### src/fcc_pkg.sv
package fcc_pkg;

    // Built depth of the tap store and of the sample history.
    localparam int MAX_TAPS = 64;
    localparam int TAP_W    = (MAX_TAPS > 1) ? $clog2(MAX_TAPS) : 1;
    localparam int CNT_W    = $clog2(MAX_TAPS + 1);

    // Fixed field widths of the channels and of the register.
    localparam int DATA_W   = 32;
    localparam int INDEX_W  = 6;
    localparam int CFG_W    = 7;

    // One complex value as held in the history and the tap store.
    typedef struct packed {
        logic signed [DATA_W-1:0] re;
        logic signed [DATA_W-1:0] im;
    } t_cplx;

    // Control from the sequencer to the multiply-accumulate unit.
    typedef struct packed {
        logic             load;
        logic [TAP_W-1:0] load_addr;
        t_cplx            load_data;
        logic             clear;
        logic             term;
        logic [TAP_W-1:0] coef_addr;
    } t_mac_ctrl;

    typedef enum logic [2:0] {
        ST_IDLE,
        ST_RUN,
        ST_DRAIN1,
        ST_DRAIN2,
        ST_DONE
    } t_state;

    // Command codes of the input item.
    localparam logic CMD_LOAD   = 1'b0;
    localparam logic CMD_SAMPLE = 1'b1;

endpackage

### src/fcc_cell.sv
module fcc_cell
    import fcc_pkg::*;
(
    input  logic  i_clk,
    input  logic  i_shift,
    input  t_cplx i_data,
    output t_cplx o_data
);

    t_cplx r_data;

    // Each cell takes its neighbour's sample whenever the line moves; the head cell takes the head input.
    always_ff @(posedge i_clk) begin
        if (i_shift) begin
            r_data <= i_data;
        end
    end

    assign o_data = r_data;

endmodule

### config.mk
export PLATFORM = sky130hd
export DESIGN_NAME = fcc_cell
export DESIGN_NICKNAME = d
export VERILOG_FILES = /design/src/fcc_pkg.sv /design/src/fcc_cell.sv
export SDC_FILE = /design/constraint.sdc
export NUM_CORES = 1
export LEC_CHECK = 0
export BUFFER_PORTS_ARGS = -buffer_cell sky130_fd_sc_hd__buf_4
export CAP_MARGIN = 20
export CORE_MARGIN = 2
export CORE_UTILIZATION = 43
export DETAILED_ROUTE_END_ITERATION = 7
export PLACE_DENSITY = 0.79
export SYNTH_ARGS = -nofsm -noshare
export SYNTH_HDL_FRONTEND = slang
export SYNTH_SLANG_ARGS = --single-unit
### constraint.sdc
create_clock -name i_clk -period 0.8 [get_ports i_clk]
set_clock_uncertainty 0.15 [all_clocks]
set_input_delay 0 -clock i_clk [delete_from_list [all_inputs] [get_ports i_clk]]
set_output_delay 0 -clock i_clk [all_outputs]
set_load 0.03 [all_outputs]
==> key figures, run 1 <==
Outcome
  • Status: stopped before the end
  • Failed at: clock tree synthesis
  • Tool Error: [ERROR DPL-0033] detailed placement checks failed during check placement.

Yosys
  • Synthesis Warnings: 0
  • Synth Cell Area: between 1500 and 2000 um^2
  • Library cells used by synthesis: 1
  • Seq cells post-synth: 64
  • Proportion of netlist area held by the largest area contributor: 1.000
  • Leading area contributor after synthesis: edfxtp_1
  • Sequential area share after synthesis: 1.000
  • Post-synthesis mux area share: 0
  • Net count after synthesis: 130
  • Top post-synthesis cells by area: edfxtp_1 100%
  • Compound-cell area share of the yosys netlist: 0
  • Synth Area in XOR/XNOR: 0
  • Gate Count Post-Synth: 64
  • Simple-gate share of the synthesized area: 0
  • Synth Area in Adders: 0
  • Mean Syn Cell Area: between 30 and 40 um^2

Clock network
  • Sink Count: between 60 and 70
  • Max Root-Sink Buffers: 2
  • PostCTS Resize Cnt: between 60 and 70
  • Setup Fix Bufs, Post-CTS: 0
  • Number of H-tree levels: 3
  • Root Buffer: clkbuf_8
  • Hold-fix buffer count after cts: 64
  • Num CTS Buffers: 9

Floorplanning
  • Initial core utilization: 0.4444
  • Num rows: 24
  • # IOs: 130
  • Die span in y: 70.86 um
  • Chip Width: between 70 and 80 um

Placed design
  • Gpl congestion: ~0.69
  • Port Buffers: between 100 and 150
  • Pre-CTS WS: approximately 0.0051 ns
  • Cell count after placement: 247
logic make-up after synthesis:
logic type / after synthesis
flip-flops: 64
stage by stage:
stage	instance area, um^2	util
3_5_place_dp	2995	0.6927
2_1_floorplan	1922	-
3_3_place_gp	2995	0.6927
synthesized netlist by cell type:
cell	count
edfxtp_1	64
==> run 2: changes to the inputs <==
--- a/config.mk
+++ b/config.mk
@@ -8,9 +8,9 @@
 export BUFFER_PORTS_ARGS = -buffer_cell sky130_fd_sc_hd__buf_4
 export CAP_MARGIN = 20
 export CORE_MARGIN = 2
-export CORE_UTILIZATION = 43
+export CORE_UTILIZATION = 30
 export DETAILED_ROUTE_END_ITERATION = 7
-export PLACE_DENSITY = 0.79
+export PLACE_DENSITY_LB_ADDON = 0.15
 export SYNTH_ARGS = -nofsm -noshare
 export SYNTH_HDL_FRONTEND = slang
 export SYNTH_SLANG_ARGS = --single-unit
==> key figures, run 2 <==
Outcome
  • Status: finished with violations (was stopped before the end)
  • Failing checks: hold timing, setup timing

Pwr
  • Power Internal: 5.934 mW
  • Comb pwr share: 0.210
  • Clock group share of total power: 0.270
  • Share of power burned in registers: 0.520
  • PD cells: about 2000 nW/um^2
  • Static leakage: 1.684 nW
  • Sw frac: 0.2499
  • Switching power: between 1.5 and 2 mW
  • Worst IR Drop VDD: 1.259 mV

Timing
  • PnR worst setup slack: -0.2327 ns
  • Min cycle time layout: a little over 1 ns
  • Setup TNS: -13.29 ns
  • Max-slew violations: 0
  • Setup violators final: 64
  • Relative slew slack: 0.8804
  • Final period util: 1.291
  • Slew @ Worst Pin: ~0.18 ns
  • RSZ-0062 raised after global routing: yes
  • Fmax: between 900 and 1000 MHz
  • Final Hold Viols: 32
  • Hold WS: -0.02452 ns

Yosys
  • Simple-gate share of the synthesized area: 0 (unchanged)
  • Async SR Flop Fraction: 0 (unchanged)
  • Synth Area in Adders: 0 (unchanged)
  • Seq cells post-synth: 64 (unchanged)
  • Top-count cell post-synth: edfxtp_1 (unchanged)
  • Synth Cell Area: 1922 um^2 (unchanged)
  • Top cells by count, synth: 64 x edfxtp_1 (unchanged)
  • Top post-synthesis cells by area: edfxtp_1 100% (unchanged)
  • Library cells used by synthesis: 1 (unchanged)
  • Net count after synthesis: 130 (unchanged)
  • Synth Area in XOR/XNOR: 0 (unchanged)
  • Synthesis Warnings: 0 (unchanged)
  • Sequential area share after synthesis: 1.000 (unchanged)
  • Leading area contributor after synthesis: edfxtp_1 (unchanged)
  • Gate Count Post-Synth: 64 (unchanged)
  • EDFF count, synth: 64 (unchanged)
  • Post-synth top flop: edfxtp_1 (unchanged)
  • Proportion of netlist area held by the largest area contributor: 1.000 (unchanged)
  • Mean Syn Cell Area: 30.03 um^2 (unchanged)
  • Post-synthesis mux area share: 0 (unchanged)
  • Compound-cell area share of the yosys netlist: 0 (unchanged)

Critical path
  • WP data required: about 0.65 ns
  • Crit path DAT: 0.88 ns
  • Slowest CP cell: edfxtp_1
  • Worst path bufs/invs: 1
  • Crit end category: output port
  • Worst setup path class: reg -> out
  • WP depth: 1
  • Startpoint type of the worst setup path: flip-flop
  • CP max FO: 1
  • CP max stage delay: around 0.40 ns
  • Worst path top cell family by delay: flip-flops
  • Crit path cell chain: buf_6

Finish
  • Nets: about 340
  • Ratio of cells with drive above 1 in the final layout: 0.5128
  • Area of the multi-input gates: 0 um^2
  • ANT cells: 0
  • Commonest non-fill, non-tap cell in the layout: buf_4
  • Max FFs per register: 64
  • Fillers: about 480
  • P&R area growth vs syn: 110.7%
  • Commonest cells after routing, fill and taps aside: 65 x buf_4, 64 x dlygate4sd3_1, 64 x edfxtp_1, 64 x buf_6, 9 x clkbuf_8
  • Multi-input gates: 0

Detailed routing
  • Remaining DRCs: 0
  • Wirelength per Cell: approximately 14 um
  • Detail-routed via count per cell: about 4.0
  • DR pass1 iterations: 4
  • Post-route ant nets: 0
  • Total detailed-routing wirelength: approximately 4800 um
  • Iter 0 DRT Violations: 47
  • Vias: 1,411

Worst hold path
  • WHS Endpoint: o_data[19]
  • Hold Path Class: in -> reg
  • Hold depth: 2
  • Hold Crit Start: i_shift

Clock network
  • Num CTS Buffers: 9 (unchanged)
  • Hold-fix buffer count after cts: 64 (unchanged)
  • Sink Count: 64 (unchanged)
  • Number of H-tree levels: 3 (unchanged)
  • TritonCTS clock tree: yes
  • Clock-pin slew on the worst setup and hold paths: about 0.060 ns
  • Root Buffer: clkbuf_8 (unchanged)
  • Max Root-Sink Buffers: 2 (unchanged)

Floorplanning
  • Initial core utilization: 0.3062 (was 0.4444)
  • # IOs: 130 (unchanged)
  • Chip Width: 84.04 um (was 70.86 um)
  • Die span in y: 84.04 um (was 70.86 um)
  • Die area: 7063 um^2
  • Total core area: 6277 um^2
  • Num rows: 29 (was 24)

Placed design
  • Port Buffers: 129 (unchanged)
  • Gpl congestion: 0.7477 (was 0.6882)
  • Pre-CTS WS: -0.003611 ns (was 0.005058 ns)

Flow run
  • Max_cap viols: 0

GRT
  • Vias in the first global route: around 1,600
  • Largest net degree at the start of global routing: 36
  • Global-route wire length before repair: 7583 um
  • GRT Total Usage: 0.1442
  • Initial antenna violation count: 0
  • Gr ovfl total: 0
## run 2: cell counts after synthesis
Identical to the previous run, type by type.
## run 2: cell type report
| cell class | instances | area (um^2) | area share |
|---|---|---|---|
| flip-flops and latches | 64 | 1922 | 0.4745 |
| repair buffers | 195 | 1889 | 0.4665 |
| clock buffers | 11 | 131.4 | 0.03244 |
| well taps | 77 | 96.34 | 0.02379 |
| clock inverters | 3 | 11.26 | 0.002780 |
## run 2: cells by family after synthesis
| family | after synthesis |
|---|---|
| flip-flops | 64 |
## run 2: power groups by stage
| stage | Combinational, mW | Sequential (mW) | Clock (mW) |
|---|---|---|---|
| floorplan | 0 | 4.67 | 0 |
| global placement | 1.25 | 4.12 | 0 |
| detailed placement | 1.26 | 4.13 | 0 |
| CTS | 1.67 | 4.12 | 2.21 |
| global route | 1.73 | 4.14 | 2.40 |
| finish | 1.66 | 4.11 | 2.14 |
## run 2: how the worst max path moves through the flow
stage | from | to
floorplan | o_data[0] | o_data[0]
global placement | i_shift | o_data[53]
detailed placement | i_shift | o_data[5]
CTS | o_data[23] | o_data[23]
global route | o_data[41] | o_data[41]
finish | o_data[47] | o_data[47]
## run 2: through the flow
step | cell area [um^2] | instances | util | power [mW]
floorplan | 1922 | 64 | - | 4.673
global placement | 3027 | 272 | 0.4822 | 5.368
detailed placement | 3027 | 272 | 0.4822 | 5.395
CTS | 4050 | 350 | 0.6452 | 7.997
global route | 4050 | 350 | 0.6452 | 8.267
finish | 4050 | 350 | 0.6452 | 7.912
## run 2: repair_timing
action	in CTS	in global routing
endpoints found under the hold margin	106	29
endpoints found under the setup margin	64	64
resized for setup	64	0
pin swaps	0	0
buffers inserted	0	0
## run 2: metal layers
layer / share of wire / vias up / global-route usage / wire length (um)
met5: 0 / - / 0 / 0
met4: 0.025 / 0 / 0.08358 / 120
met3: 0.078 / 12 / 0.04352 / 375
met2: 0.54 / 80 / 0.2612 / 2586
met1: 0.36 / 648 / 0.1442 / 1728
li1: - / 671 / - / -
Power figures use the tool's default switching activity.
==> run 3: changes to the inputs <==
--- a/config.mk
+++ b/config.mk
@@ -8,7 +8,7 @@
 export BUFFER_PORTS_ARGS = -buffer_cell sky130_fd_sc_hd__buf_4
 export CAP_MARGIN = 20
 export CORE_MARGIN = 2
-export CORE_UTILIZATION = 30
+export CORE_UTILIZATION = 41
 export DETAILED_ROUTE_END_ITERATION = 7
 export PLACE_DENSITY_LB_ADDON = 0.15
 export SYNTH_ARGS = -nofsm -noshare
==> key figures, run 3 (synthesized netlist as in run 2, its figures left out) <==
Finish
  • ANT cells: 0 (unchanged)
  • Ratio of cells with drive above 1 in the final layout: 0.5236 (was 0.5128)
  • Final std cells w/o fill: 327 (was 350)
  • Multi-input gates: 0 (unchanged)
  • Max FFs per register: 64 (unchanged)
  • Cell area after layout: 4031 um^2 (was 4050 um^2)
  • Commonest cells after routing, fill and taps aside: 65 x buf_4, 64 x dlygate4sd3_1, 64 x edfxtp_1, 64 x buf_6, 9 x clkbuf_8 (unchanged)
  • P&R area growth vs syn: 109.8% (was 110.7%)
  • Nets: 336 (unchanged)
  • Area of the multi-input gates: 0 um^2 (unchanged)
  • Commonest non-fill, non-tap cell in the layout: buf_4 (unchanged)

Detailed routing
  • Detail-routed via count per cell: 4.578 (was 4.031)
  • Wirelength per Cell: 18.50 um (was 13.75 um)
  • Post-route ant nets: 0 (unchanged)
  • Vias: 1,497 (was 1,411)
  • Iter 0 DRT Violations: 72 (was 47)
  • DR pass1 iterations: 4 (unchanged)
  • Remaining DRCs: 0 (unchanged)
  • Total detailed-routing wirelength: 6048 um (was 4811 um)

Timing
  • Min cycle time layout: 1.062 ns (was 1.033 ns)
  • Fmax: 941.2 MHz (was 968.3 MHz)
  • Final Hold Viols: 30 (was 32)
  • Hold WS: -0.01961 ns (was -0.02452 ns)
  • RSZ-0062 raised after global routing: yes (unchanged)
  • Setup violators final: 64 (unchanged)
  • Setup TNS: -14.22 ns (was -13.29 ns)
  • Max-slew violations: 0 (unchanged)
  • Final period util: 1.328 (was 1.291)
  • PnR worst setup slack: -0.2625 ns (was -0.2327 ns)
  • Relative slew slack: 0.8755 (was 0.8804)
  • Slew @ Worst Pin: 0.1867 ns (was 0.1795 ns)

Floorplanning
  • # IOs: 130 (unchanged)
  • Initial core utilization: 0.4324 (was 0.3062)
  • Num rows: 24 (was 29)
  • Total core area: 4444 um^2 (was 6277 um^2)
  • Die area: 5251 um^2 (was 7063 um^2)
  • Chip Width: 72.47 um (was 84.04 um)
  • Die span in y: 72.47 um (was 84.04 um)

Critical path
  • Crit end category: output port (unchanged)
  • Worst setup path class: reg -> out (unchanged)
  • Crit path cell chain: buf_6 (unchanged)
  • CP max stage delay: 0.42 ns (was 0.40 ns)
  • Worst path bufs/invs: 1 (unchanged)
  • Slowest CP cell: edfxtp_1 (unchanged)
  • Startpoint type of the worst setup path: flip-flop (unchanged)
  • Worst path top cell family by delay: flip-flops (unchanged)
  • Crit path DAT: 0.91 ns (was 0.88 ns)
  • WP data required: 0.65 ns (about the same)
  • CP max FO: 1 (unchanged)

Placed design
  • Dpl cell area: 2995 um^2 (was 3027 um^2)
  • Gpl congestion: 0.7212 (was 0.7477)
  • Port Buffers: 129 (unchanged)
  • Cell count after placement: 247 (was 272)

Flow run
  • Max_cap viols: 0 (unchanged)

Clock network
  • Sink Count: 64 (unchanged)
  • Hold-fix buffer count after cts: 64 (unchanged)
  • Num CTS Buffers: 9 (unchanged)
  • Clock-pin slew on the worst setup and hold paths: 0.07 ns (was 0.06 ns)
  • TritonCTS clock tree: yes (unchanged)
  • Max Root-Sink Buffers: 2 (unchanged)
  • Number of H-tree levels: 3 (unchanged)
  • Root Buffer: clkbuf_8 (unchanged)

Worst hold path
  • Hold Path Class: in -> reg (unchanged)

Outcome
  • Failing checks: hold timing, setup timing (unchanged)
  • Status: finished with violations (unchanged)

GRT
  • Global-route wire length before repair: 8811 um (was 7583 um)
  • Initial antenna violation count: 0 (unchanged)
  • Gr ovfl total: 0 (unchanged)
  • GRT Total Usage: 0.2403 (was 0.1442)
  • Vias in the first global route: 1,715 (was 1,637)
  • Largest net degree at the start of global routing: 35 (was 36)

Pwr
  • Worst IR Drop VDD: 1.612 mV (was 1.259 mV)
  • Static leakage: 1.696 nW (was 1.684 nW)
  • PD cells: 2017 nW/um^2 (was 1953 nW/um^2)
-- run 3: cell count changes in the layout (fill, tap and decap cells not counted) --
cell and delta:
clkinv_1 -2, clkinv_2 +4
-- run 3: power by group --
part	internal (mW)	switching, mW	total, mW
combinational	0.882	0.813	1.70
sequential	3.99	0.134	4.13
clock	1.09	1.21	2.31
total	5.97	2.16	8.13
-- run 3: layer usage --
metal  global-route usage  wire length [um]  up-vias
met3              0.06528               435       10
li1                     -                 -      672
met1               0.2281              1996      726
met2               0.4730              3519       89
met4               0.1049                96        0
met5                    0                 0        -
-- run 3: final cells by class --
class                   count  area [um^2]
well taps                  52        65.06
repair buffers            195         1889
clock inverters             5        23.77
flip-flops and latches     64         1922
clock buffers              11        131.4
fillers                   170        412.9
-- run 3: repair_timing --
item / in CTS / in global routing
resized for setup: 64 / 0
endpoints found under the hold margin: 94 / 23
buffers inserted: 0 / 0
setup endpoints to repair: 64 / 64
-- run 3: final timing paths --
kind / cells past startpoint / startpoint / endpoint / slack [ns]
worst max-delay path: 1 / o_data[23] / o_data[23] / -0.26
worst min-delay path: 2 / i_shift / o_data[63] / -0.02
-- run 3: stage by stage --
step                      worst slack (ns)  utilization  power (mW)
after floorplan                     0.1544            -       4.673
after global placement             0.02009       0.6740       5.361
after detailed placement        -0.0003523       0.6740       5.397
after CTS                          -0.2542       0.9071       8.041
after global routing               -0.2850       0.9071       8.385
final                              -0.2625       0.9071       8.132
==> run 4: changes to the inputs <==
--- a/config.mk
+++ b/config.mk
@@ -7,6 +7,7 @@
 export LEC_CHECK = 0
 export BUFFER_PORTS_ARGS = -buffer_cell sky130_fd_sc_hd__buf_4
 export CAP_MARGIN = 20
+export CORE_ASPECT_RATIO = 0.9
 export CORE_MARGIN = 2
 export CORE_UTILIZATION = 41
 export DETAILED_ROUTE_END_ITERATION = 7
==> key figures, run 4 (synthesized netlist as in run 2, its figures left out) <==
Finish
  • ANT cells: 0 (unchanged)
  • Ratio of cells with drive above 1 in the final layout: 0.5109 (was 0.5236)
  • Commonest non-fill, non-tap cell in the layout: buf_4 (unchanged)
  • Finished Core Util: 0.9013 (was 0.9071)
  • Max FFs per register: 64 (unchanged)
  • Final std cells w/o fill: 338 (was 327)
  • Area of the multi-input gates: 0 um^2 (unchanged)
  • P&R area growth vs syn: 110.5% (was 109.8%)
  • Multi-input gates: 0 (unchanged)
  • Nets: 337 (was 336)
  • Commonest cells after routing, fill and taps aside: 66 x buf_4, 64 x dlygate4sd3_1, 64 x edfxtp_1, 64 x buf_6, 9 x clkbuf_8 (was 65 x buf_4, 64 x dlygate4sd3_1, 64 x edfxtp_1, 64 x buf_6, 9 x clkbuf_8)

GRT
  • Gr ovfl total: 0 (unchanged)
  • Global-route wire length before repair: 8921 um (was 8811 um)
  • GRT Total Usage: 0.2444 (was 0.2403)
  • Largest net degree at the start of global routing: 33 (was 35)
  • Initial antenna violation count: 0 (unchanged)
  • Vias in the first global route: 1,658 (was 1,715)

Critical path
  • Startpoint type of the worst setup path: flip-flop (unchanged)
  • Crit path cell chain: buf_6 (unchanged)
  • Worst path bufs/invs: 1 (unchanged)
  • Worst path top cell family by delay: flip-flops (unchanged)
  • CP max stage delay: 0.43 ns (was 0.42 ns)
  • CP max FO: 1 (unchanged)
  • Crit end category: output port (unchanged)
  • Worst setup path class: reg -> out (unchanged)
  • Crit path DAT: 0.92 ns (was 0.91 ns)
  • Slowest CP cell: edfxtp_1 (unchanged)
  • WP data required: 0.65 ns (about the same)

Floorplanning
  • Total core area: 4489 um^2 (was 4444 um^2)
  • # IOs: 130 (unchanged)
  • Die area: 5252 um^2 (was 5251 um^2)
  • Initial core utilization: 0.4281 (was 0.4324)
  • Chip Width: 76.17 um (was 72.47 um)
  • Die span in y: 68.95 um (was 72.47 um)
  • Num rows: 23 (was 24)

Timing
  • RSZ-0062 raised after global routing: yes (unchanged)
  • Setup TNS: -13.82 ns (was -14.22 ns)
  • PnR worst setup slack: -0.2675 ns (was -0.2625 ns)
  • Setup violators final: 64 (unchanged)
  • Final period util: 1.334 (was 1.328)
  • Hold WS: -0.08101 ns (was -0.01961 ns)
  • Relative slew slack: 0.8849 (was 0.8755)
  • Min cycle time layout: 1.068 ns (was 1.062 ns)
  • Slew @ Worst Pin: 0.1727 ns (was 0.1867 ns)
  • Final Hold Viols: 8 (was 30)
  • Fmax: 936.7 MHz (was 941.2 MHz)
  • Max-slew violations: 0 (unchanged)

Worst hold path
  • Hold Path Class: in -> reg (unchanged)

Clock network
  • TritonCTS clock tree: yes (unchanged)
  • Max Root-Sink Buffers: 2 (unchanged)
  • Root Buffer: clkbuf_8 (unchanged)
  • Sink Count: 64 (unchanged)
  • Clock-pin slew on the worst setup and hold paths: 0.06 ns (was 0.07 ns)
  • Hold-fix buffer count after cts: 64 (unchanged)
  • Num CTS Buffers: 9 (unchanged)
  • Number of H-tree levels: 3 (unchanged)
  • Setup Fix Bufs, Post-CTS: 0 (unchanged)

Pwr
  • Worst IR Drop VDD: 1.969 mV (was 1.612 mV)
  • Power Total: 8.050 mW (was 8.132 mW)
  • Static leakage: 1.690 nW (was 1.696 nW)
  • PD cells: 1990 nW/um^2 (was 2017 nW/um^2)

Detailed routing
  • Wirelength per Cell: 18.44 um (was 18.50 um)
  • Detail-routed via count per cell: 4.370 (was 4.578)
  • Remaining DRCs: 0 (unchanged)
  • Post-route ant nets: 0 (unchanged)
  • DR pass1 iterations: 4 (unchanged)
  • Iter 0 DRT Violations: 97 (was 72)
  • Total detailed-routing wirelength: 6232 um (was 6048 um)
  • Vias: 1,477 (was 1,497)

Placed design
  • Port Buffers: 129 (unchanged)
  • Gpl congestion: 0.6841 (was 0.7212)
  • Cell count after placement: 258 (was 247)

Outcome
  • Status: finished with violations (unchanged)
  • Failing checks: hold timing, setup timing (unchanged)

Flow run
  • Max_cap viols: 0 (unchanged)
## run 4: cell count changes in the layout (fill, tap and decap cells not counted)
cell and delta:
clkinv_2 -4, clkbuf_1 +4, buf_4 +1
## run 4: area by class of cell
| cell class | instances | area [um^2] |
|---|---|---|
| tap | 62 | 77.57 |
| clock inverter | 1 | 3.754 |
| sequential | 64 | 1922 |
| clock buffer | 15 | 146.4 |
| timing repair buffer | 196 | 1897 |
| fill | 172 | 442.9 |
## run 4: repair_timing
action | in CTS | in global routing
hold endpoints to repair | 115 | 4
resized for setup | 64 | 0
setup endpoints to repair | 64 | 64
## run 4: through the flow
stage	instance area, um^2	setup slack (ns)	hold slack, ns
detailed placement	3015	0.002960	0.02927
global route	4046	-0.2863	-0.08859
floorplan	1922	0.1544	-0.05113
CTS	4046	-0.2441	-0.09653
finish	4046	-0.2675	-0.08101
global placement	3015	0.01883	0.02815
## run 4: worst paths after layout
check,cells after the start,endpoint,start,slack (ns)
worst max-delay path,1,o_data[35],o_data[35],-0.27
worst min-delay path,2,o_data[22],i_shift,-0.08
## run 4: power breakdown
part	switching (mW)	internal, mW
clock	1.09	1.12
sequential	0.132	3.99
combinational	0.820	0.886
## run 4: per-layer routing
metal / vias to the layer above / routed length (um) / track usage
met4: 0 / 134 / 0.1227
met5: - / 0 / 0
li1: 676 / - / -
met2: 98 / 3339 / 0.4598
met3: 13 / 539 / 0.08724
met1: 690 / 2218 / 0.2493
